### src/design/s8cpu_pkg.sv
package s8cpu_pkg;

   localparam int RegCount = 6;
   localparam int PcWidth = 9;
   localparam int DataWidth = 8;

   localparam logic [PcWidth-1:0] MaxLength = PcWidth'(256);

   // Sticky run status as reported on the result channel.
   localparam logic [1:0] ST_RUN = 2'd0;
   localparam logic [1:0] ST_HALT = 2'd1;
   localparam logic [1:0] ST_FAULT = 2'd2;

   typedef logic [RegCount-1:0][DataWidth-1:0] reg_file_type;

   typedef struct packed {
      logic [PcWidth-1:0] pc;
      reg_file_type regs;
      logic [1:0] status;
   } arch_state_type;

endpackage

### src/design/s8cpu_exec.sv
module s8cpu_exec (
   input s8cpu_pkg::arch_state_type cur_state,
   input logic [8:0] length,
   input logic [7:0] instruction,
   input logic [7:0] in_value,
   output s8cpu_pkg::arch_state_type new_state,
   output logic out_valid,
   output logic [7:0] out_value
);
   import s8cpu_pkg::*;

   localparam logic [1:0] OP_LOAD = 2'd0;
   localparam logic [1:0] OP_ALU = 2'd1;
   localparam logic [1:0] OP_COPY = 2'd2;
   localparam logic [1:0] OP_JUMP = 2'd3;

   localparam logic [2:0] ALU_OR = 3'd0;
   localparam logic [2:0] ALU_NAND = 3'd1;
   localparam logic [2:0] ALU_NOR = 3'd2;
   localparam logic [2:0] ALU_AND = 3'd3;
   localparam logic [2:0] ALU_ADD = 3'd4;
   localparam logic [2:0] ALU_SUB = 3'd5;

   localparam logic [2:0] CND_NEVER = 3'd0;
   localparam logic [2:0] CND_EQZ = 3'd1;
   localparam logic [2:0] CND_LTZ = 3'd2;
   localparam logic [2:0] CND_LEZ = 3'd3;
   localparam logic [2:0] CND_ALWAYS = 3'd4;
   localparam logic [2:0] CND_NEZ = 3'd5;
   localparam logic [2:0] CND_GEZ = 3'd6;
   localparam logic [2:0] CND_GTZ = 3'd7;

   localparam logic [2:0] SEL_PORT = 3'd6;
   localparam logic [2:0] SEL_FAULT = 3'd7;
   localparam logic [7:0] HALT_CODE = 8'hFF;

   logic [8:0] eff_len;
   logic [1:0] opcode;
   logic [2:0] src;
   logic [2:0] low;
   logic [8:0] next;
   logic [1:0] status;
   logic [7:0] r1;
   logic [7:0] r2;
   logic [7:0] r3;
   logic [7:0] alu_res;
   logic alu_wr;
   logic neg;
   logic zero;
   logic taken;
   logic [7:0] copy_val;

   assign eff_len = (length > MaxLength) ? MaxLength : length;
   assign opcode = instruction[7:6];
   assign src = instruction[5:3];
   assign low = instruction[2:0];
   assign r1 = cur_state.regs[1];
   assign r2 = cur_state.regs[2];
   assign r3 = cur_state.regs[3];
   assign neg = r3[7];
   assign zero = (r3 == 8'd0);
   assign copy_val = (src == SEL_PORT) ? in_value : cur_state.regs[src];

   always_comb begin
      alu_wr = 1'b1;
      case (low)
         ALU_OR: alu_res = r1 | r2;
         ALU_NAND: alu_res = ~(r1 & r2);
         ALU_NOR: alu_res = ~(r1 | r2);
         ALU_AND: alu_res = r1 & r2;
         ALU_ADD: alu_res = r1 + r2;
         ALU_SUB: alu_res = r1 - r2;
         default: begin
            alu_wr = 1'b0;
            alu_res = 8'd0;
         end
      endcase
   end

   always_comb begin
      case (low)
         CND_NEVER: taken = 1'b0;
         CND_EQZ: taken = zero;
         CND_LTZ: taken = neg;
         CND_LEZ: taken = neg | zero;
         CND_ALWAYS: taken = 1'b1;
         CND_NEZ: taken = ~zero;
         CND_GEZ: taken = ~neg;
         CND_GTZ: taken = ~neg & ~zero;
         default: taken = 1'b0;
      endcase
   end

   always_comb begin
      new_state = cur_state;
      out_valid = 1'b0;
      out_value = 8'd0;
      status = cur_state.status;
      next = cur_state.pc + 9'd1;

      // A pc that is already out of range stops the machine before execution.
      if (status == ST_RUN && cur_state.pc >= eff_len) begin
         status = ST_HALT;
      end

      if (status == ST_RUN) begin
         if (instruction == HALT_CODE) begin
            status = ST_HALT;
            next = cur_state.pc;
         end else begin
            case (opcode)
               OP_LOAD: new_state.regs[0] = instruction;
               OP_ALU: begin
                  if (alu_wr) begin
                     new_state.regs[3] = alu_res;
                  end
               end
               OP_COPY: begin
                  if (src == SEL_FAULT || low == SEL_FAULT) begin
                     status = ST_FAULT;
                     next = cur_state.pc;
                  end else if (low == SEL_PORT) begin
                     out_valid = 1'b1;
                     out_value = copy_val;
                  end else begin
                     new_state.regs[low] = copy_val;
                  end
               end
               OP_JUMP: begin
                  if (taken) begin
                     next = {1'b0, cur_state.regs[0]};
                  end
               end
               default: next = cur_state.pc;
            endcase
         end
         if (status == ST_RUN && next >= eff_len) begin
            status = ST_HALT;
         end
         new_state.pc = next;
      end
      new_state.status = status;
   end

endmodule

### src/design/simple_8bit_cpu_step_unit.sv
// One instruction of a small 8-bit register machine per item. An accepted
// item is held in an input register, then a single pass of logic
// executes it against the pc and the six registers and loads the result
// register; a new item can be taken every cycle while rsp_stall does not hold
// the result register, so the sustained rate is one item per clock.
// The pc and register feedback through the execute logic is the loop that
// sets this rate. Once rsp_status reports halted or fault, every later item
// repeats the pc and the status until reset. csr_wr_data sets the program
// length (values above 256 act as 256) and is to be written only while the
// block is idle; the block itself does not enforce this.
module simple_8bit_cpu_step_unit (
   input logic clock,
   input logic reset,
   input logic req_valid,
   output logic req_stall,
   input logic [7:0] req_instruction,
   input logic [7:0] req_in_value,
   output logic rsp_valid,
   input logic rsp_stall,
   output logic [8:0] rsp_next_pc,
   output logic rsp_out_valid,
   output logic [7:0] rsp_out_value,
   output logic [1:0] rsp_status,
   input logic csr_wr_en,
   input logic [8:0] csr_wr_data
);
   import s8cpu_pkg::*;

   logic in_valid_ff;
   logic in_valid_in;
   logic [7:0] instr_ff;
   logic [7:0] in_value_ff;
   logic out_valid_ff;
   logic out_valid_in;
   logic [8:0] length_ff;
   arch_state_type st_ff;
   arch_state_type st_in;
   logic [8:0] next_pc_ff;
   logic port_valid_ff;
   logic [7:0] port_value_ff;
   logic [1:0] status_ff;
   logic port_valid;
   logic [7:0] port_value;
   logic accept;
   logic exec_fire;

   s8cpu_exec u_exec (
      .cur_state (st_ff),
      .length (length_ff),
      .instruction (instr_ff),
      .in_value (in_value_ff),
      .new_state (st_in),
      .out_valid (port_valid),
      .out_value (port_value)
   );

   // The input register can hand its item on whenever the result register is
   // empty or being drained this cycle.
   assign exec_fire = in_valid_ff && (!out_valid_ff || !rsp_stall);
   assign req_stall = in_valid_ff && !exec_fire;
   assign accept = req_valid && !req_stall;

   assign in_valid_in = accept || (in_valid_ff && !exec_fire);
   assign out_valid_in = exec_fire || (out_valid_ff && rsp_stall);

   always_ff @(posedge clock) begin
      if (reset) begin
         in_valid_ff <= 1'b0;
         out_valid_ff <= 1'b0;
         length_ff <= MaxLength;
         st_ff <= '0;
      end else begin
         in_valid_ff <= in_valid_in;
         out_valid_ff <= out_valid_in;
         if (csr_wr_en) begin
            length_ff <= csr_wr_data;
         end
         if (exec_fire) begin
            st_ff <= st_in;
         end
      end
   end

   always_ff @(posedge clock) begin
      if (accept) begin
         instr_ff <= req_instruction;
         in_value_ff <= req_in_value;
      end
      if (exec_fire) begin
         next_pc_ff <= st_in.pc;
         port_valid_ff <= port_valid;
         port_value_ff <= port_value;
         status_ff <= st_in.status;
      end
   end

   assign rsp_valid = out_valid_ff;
   assign rsp_next_pc = next_pc_ff;
   assign rsp_out_valid = port_valid_ff;
   assign rsp_out_value = port_value_ff;
   assign rsp_status = status_ff;

   a_sticky_stop: assert property (@(posedge clock) disable iff (reset)
      (st_ff.status != ST_RUN) |=> (st_ff.status == $past(st_ff.status)
         && st_ff.pc == $past(st_ff.pc)))
      else $error("stopped machine changed its pc or status");

   a_port_no_fault: assert property (@(posedge clock) disable iff (reset)
      (rsp_valid && rsp_out_valid) |-> (rsp_status != ST_FAULT))
      else $error("output port written by a faulting item");

   a_result_matches_state: assert property (@(posedge clock) disable iff (reset)
      exec_fire |=> (rsp_valid && rsp_next_pc == st_ff.pc
         && rsp_status == st_ff.status))
      else $error("result register disagrees with machine state");

endmodule
### config.mk
export PLATFORM = sky130hd
export DESIGN_NAME = simple_8bit_cpu_step_unit
export DESIGN_NICKNAME = d
export VERILOG_FILES = /design/src/design/s8cpu_pkg.sv /design/src/design/s8cpu_exec.sv /design/src/design/simple_8bit_cpu_step_unit.sv
export SDC_FILE = /design/constraint.sdc
export NUM_CORES = 1
export LEC_CHECK = 0
export ABC_AREA = 0
export BUFFER_PORTS_ARGS = -buffer_cell sky130_fd_sc_hd__buf_2
export CORE_ASPECT_RATIO = 0.7
export CORE_MARGIN = 10
export CORE_UTILIZATION = 45
export CTS_CLUSTER_DIAMETER = 100
export DETAILED_ROUTE_END_ITERATION = 7
export PLACE_DENSITY = 0.65
export SETUP_SLACK_MARGIN = 0.3
export SKIP_CTS_REPAIR_TIMING = 1
export SYNTH_ARGS = -nofsm -noshare
export SYNTH_HDL_FRONTEND = slang
export SYNTH_SLANG_ARGS = --single-unit
export TNS_END_PERCENT = 5
### constraint.sdc
create_clock -name clock -period 3.5 [get_ports clock]
set_clock_uncertainty 0.05 [all_clocks]
set_input_delay 0.525 -clock clock [delete_from_list [all_inputs] [get_ports clock]]
set_output_delay 0.525 -clock clock [all_outputs]
set_load 0.005 [all_outputs]
# After elaboration in Yosys (flattened, before gate mapping)
# Cells that the tools add are included.
# totals
reg_bits	106
in_bits	30
wordCells	116
# classes
add_sub_neg	3
magnitude_cmp	6
n_eq_ne	16
muxes	32
bitwise	13
n_reduce_logical	29
# ops
operator	n
48-bit two-way mux	3
57-bit two-way mux	1
48-bit bitwise mux	1
8-bit one-hot mux with 6 select lines	1
9-bit two-way mux	5
16-bit two-way mux	2
8-bit two-way mux	4
8-bit one-hot mux with 2 select lines	2
8-bit binary-select mux with 3-bit select	1
8-bit demux with 3-bit select	1
3-bit equality test (second input constant)	6
9-bit >= comparator	2
9-bit one-hot mux with 2 select lines	1
8-bit NOT	2
2-bit two-way mux	7
6-bit AND reduction	2
9-bit by 1-bit adder with 9-bit output (second input constant)	1
9-bit > comparator (second input constant)	1
8-bit adder	1
8-bit bitwise AND	1
8-bit equality test (second input constant)	1
2-bit zero test	4
8-bit zero test	1
3-bit by 4-bit < comparator with 1-bit output (second input constant)	2
other kinds (23)	46

# Depth between registers and ports, before layout
# depth
word_depth	13
depth_mapped	15
ltp_nobuf	13

# Modules after synthesis
# From an unflattened synthesis, not the netlist that was laid out.
# unflattened
hier_cells	819
hier_area_um2	7643.6
# by_module_without_submodules
mod	n_inst	cells_per_inst	area_per_inst_um2	seq_area_each_um2
simple_8bit_cpu_step_unit	1	331	4172.8	2482.4
s8cpu_exec	1	488	3470.8	0.0

# Worst setup path after synthesis
# No wires, ideal clock.
# synth_path
path_type	reg-to-reg
from	reg st_ff[30] in the netlist's numbering
to	reg st_ff[0] in the netlist's numbering
setup_time_ns	0.070
arrival_ns	3.281
required_time_ns	3.380
path_slack_ns	0.099
stages_incl_launch_ff	14
synth_period_minus_slack_ns	3.401
path_cell_list	dfxtp_1 > or4b_1 > or4_4 > nand4_2 > nand2_1 > a221oi_1 > mux2i_1 > ha_1 > inv_1 > a21boi_0 > o21ai_0 > a211o_1 > a311o_1 > a21oi_1
# synth_via
elab_chain_len	12
# synth_lines
item	line	rtl
start, declared	simple_8bit_cpu_step_unit.sv:36	arch_state_type st_ff;
start signal, assigned	simple_8bit_cpu_step_unit.sv:79	st_ff <= st_in;
8-bit zero test (*)	s8cpu_exec.sv:61	assign zero = (r3 == 8'd0);
1-bit NOT	s8cpu_exec.sv:87, s8cpu_exec.sv:89	
1-bit bitwise AND	s8cpu_exec.sv:89	CND_GTZ: taken = ~neg & ~zero;
1-bit one-hot mux with 8 select lines (*)	s8cpu_exec.sv:81	case (low)
9-bit two-way mux (*)	s8cpu_exec.sv:130	if (taken) begin
9-bit one-hot mux with 2 select lines (*)	s8cpu_exec.sv:111	case (opcode)
9-bit two-way mux (*)	s8cpu_exec.sv:107	if (instruction == HALT_CODE) begin
9-bit two-way mux (*)	s8cpu_exec.sv:106	if (status == ST_RUN) begin
9-bit >= comparator (*)	s8cpu_exec.sv:137	if (status == ST_RUN && next >= eff_len) begin
1-bit logical AND (*)	s8cpu_exec.sv:137	
2-bit two-way mux (*)	s8cpu_exec.sv:137	
2-bit two-way mux (*)	s8cpu_exec.sv:106	
# Mark *: on every way between the ends. The rest lies on a longest branch, timed or not. The select of a mux whose other input is x is not followed.
# A chain may end at the register's enable or synchronous reset.

==> impl_metrics.toml <==
[critical_path]
critPathMaxStageDelay_ps = 540
cp_max_fo = 6
critPathLaunchType = "flip-flop"
cp-end-kind = "flip-flop"
worstPathArrival_ps = 3660
worstPathRequired_ps = 3690
crit_path_top_delay_cell = "or4b_4"
crit_chain = "or4b_4 -> or4_4 -> nand4_4 -> nand2_4 -> a222oi_1 -> nor2_1 -> ha_1 -> a21boi_2 -> o21ai_1 -> a211o_1 -> a311o_1 -> nand2_1"
r2r_setup_slack_ps = 20
critical_path_class = "reg2reg"

[route]
drt-pass1-iter-count = 6
routed_via_density = 6.12
vias = 5990
postRouteAntennaNets = 0
wl_um = 19700
wl_per_cell_um = 20.1
drt_iter0_markers = 564
drc = 0

[clock_network]
cts.path.max_buffers = 2
clk_latency_ps = 360
clock-sinks = 106
path_clk_slew_ps = 80
cts_tree = "yes"
cts.htree.levels = 3
cts_root_buf = "clkbuf_16"
cts_buffers = 9

[global_routing]
overflow = 0
grt_pass1_wl_um = 31400
grt_usage = 0.200
grt_pass1_vias = 5546
grt_max_degree = 56
antenna_found_initial = 0

[placement]
port_buffers = 51
routabilityCongestion = 0.969
dp.cells = 958
dp_hpwl_um = 14800

[power_and_ir_drop]
powerDensity_nw_per_um2 = 400
vdd_drop_max_uv = 279
p_leak_uw = 0.00322

[logic_synthesis]
netlist_area_um2 = 6500
synth_seq_cells = 106
syn_avg_cell_area_um2 = 8.93
yosysSeqAreaShare = 0.382
yosysWarnings = 0
synthCells = 728
synth_cell_types = 71
synth_edf_count = 36
synthFlopType = "dfxtp_1"
synthArstFlopShare = 0
synth_nets = 788

[floorplan]
die_h_um = 121
die_width_um = 164
design.core.area_um2 = 14000
start_util = 0.464
io_pins = 52
die_area_um2 = 19700
core.rowCount = 36

[finish]
layout-drive-gt1-share = 0.190
finalNonFillerCells = 978
syn2layout_area_growth_pct = 15.3
post-route-util = 0.535
n_antenna_cell = 0
fin_nets = 843

[sta]
finalHoldViolations = 0
fmax_ghz = 0.288
drv_slew = 0
setup_tns_ps = 0
layout_min_cycle_time_ps = 3480
rsz0062_at_grt = "true"
slew_headroom = 0.461
period_share = 0.993
worst_pin_slew_ps = 807
setup_viol = 0

[run_status]
status = "finished clean"

[job]
cap_violations = 0

[min_path]
hp-class = "in2reg"
-- per-layer routing --
layer	part of all wire	routed length, um	GRT usage
met4	0.0088	174	0.0373
met2	0.39	7600	0.266
met1	0.48	9510	0.310
met5	0	0	0
met3	0.12	2410	0.0549
-- worst max-delay path: cells and delay by family (launching register included) --
kind	cells	cell delay, ps
fa+ha+maj	1	290
flops	1	320
compound gates	5	1220
simple gates	6	1450
-- worst paths after layout --
kind,startpoint,endpoint,cells after the start
hold reg to reg,in_valid_ff,rsp_valid,2
hold / removal,req_in_value[2],in_value_ff[2],1
setup / recovery,st_ff[31],rsp_status[0],12
setup reg to reg,st_ff[31],rsp_status[0],12
-- power breakdown --
group | internal, uW | total (uW) | switching [uW]
combinational | 234 | 572 | 338
clock | 545 | 1050 | 502
sequential | 1330 | 1380 | 48.8
-- layout make-up --
cell class	instances	area, um2
clock inverters	5	53.8
fillers	1281	6520
repair buffers	89	544
clock buffers	11	254
flip-flops and latches	106	2490
well taps	190	238
multi-input cells	544	3790
inverters	33	128
-- synth_stat cells, types with 4 or more instances --
cell type	count	area [um2]
a21o_1	7	52.6
o21ai_0	40	200
buf_1	5	18.8
nand4_1	9	56.3
o211ai_1	6	45.0
xnor2_1	8	70.1
and3_1	21	131
mux2_2	8	90.1
o32ai_1	6	52.6
o221ai_1	6	52.6
nand3b_1	4	30.0
nand3_1	15	75.1
inv_1	32	120
o21a_1	8	60.1
o22ai_1	8	50.1
edfxtp_1	36	1080
mux2i_1	61	611
a22oi_1	5	37.5
nor2_1	84	315
a222oi_1	4	40.0
a31oi_1	9	56.3
nand2b_1	7	43.8
a21boi_0	4	30.0
dfxtp_1	70	1400
or3_1	4	25.0
a221oi_1	5	43.8
o21bai_1	4	30.0
a211oi_1	14	105
nand2_1	52	195
nor3_1	14	70.1
and2_1	5	31.3
buf_2	4	20.0
ha_1	29	363
nor2b_1	11	68.8
a21oi_1	36	180
clkbuf_1	34	128
-- layout by cell type (no fill, tap or decap), types with 7 or more instances in the layout --
master,n
a211oi_1,13
nor2b_1,11
buf_2,51
o21ai_0,37
dfxtp_1,65
clkbuf_16,10
edfxtp_1,36
a21o_1,7
ha_1,28
mux2i_1,61
and3_1,21
nand2b_1,7
inv_1,32
o22ai_1,8
buf_4,37
o21a_1,8
nand2_1,46
a31oi_1,9
xnor2_1,8
mux2_2,8
nand3_1,15
a21oi_1,36
nor3_1,14
nand4_1,9
nor2_1,84
-- through the flow --
step	setup slack (ps)	power, uW	hold slack (ps)	cell area [um2]
finish	24.6	3000	284	7490
global route	-132	3110	275	7490
CTS	46.3	2980	277	7410
detailed placement	64.6	1940	428	7100
global placement	134	1930	406	7100
floorplan	212	1750	387	6550
-- cells by family after synthesis --
family	synth area share
simple gates	0.189
compound gates	0.188
flops	0.382
buf+inv	0.0481
mux	0.117
fa+ha+maj	0.0605
xor+xnor	0.0148
No activity file was read; power rests on OpenSTA's default activity.
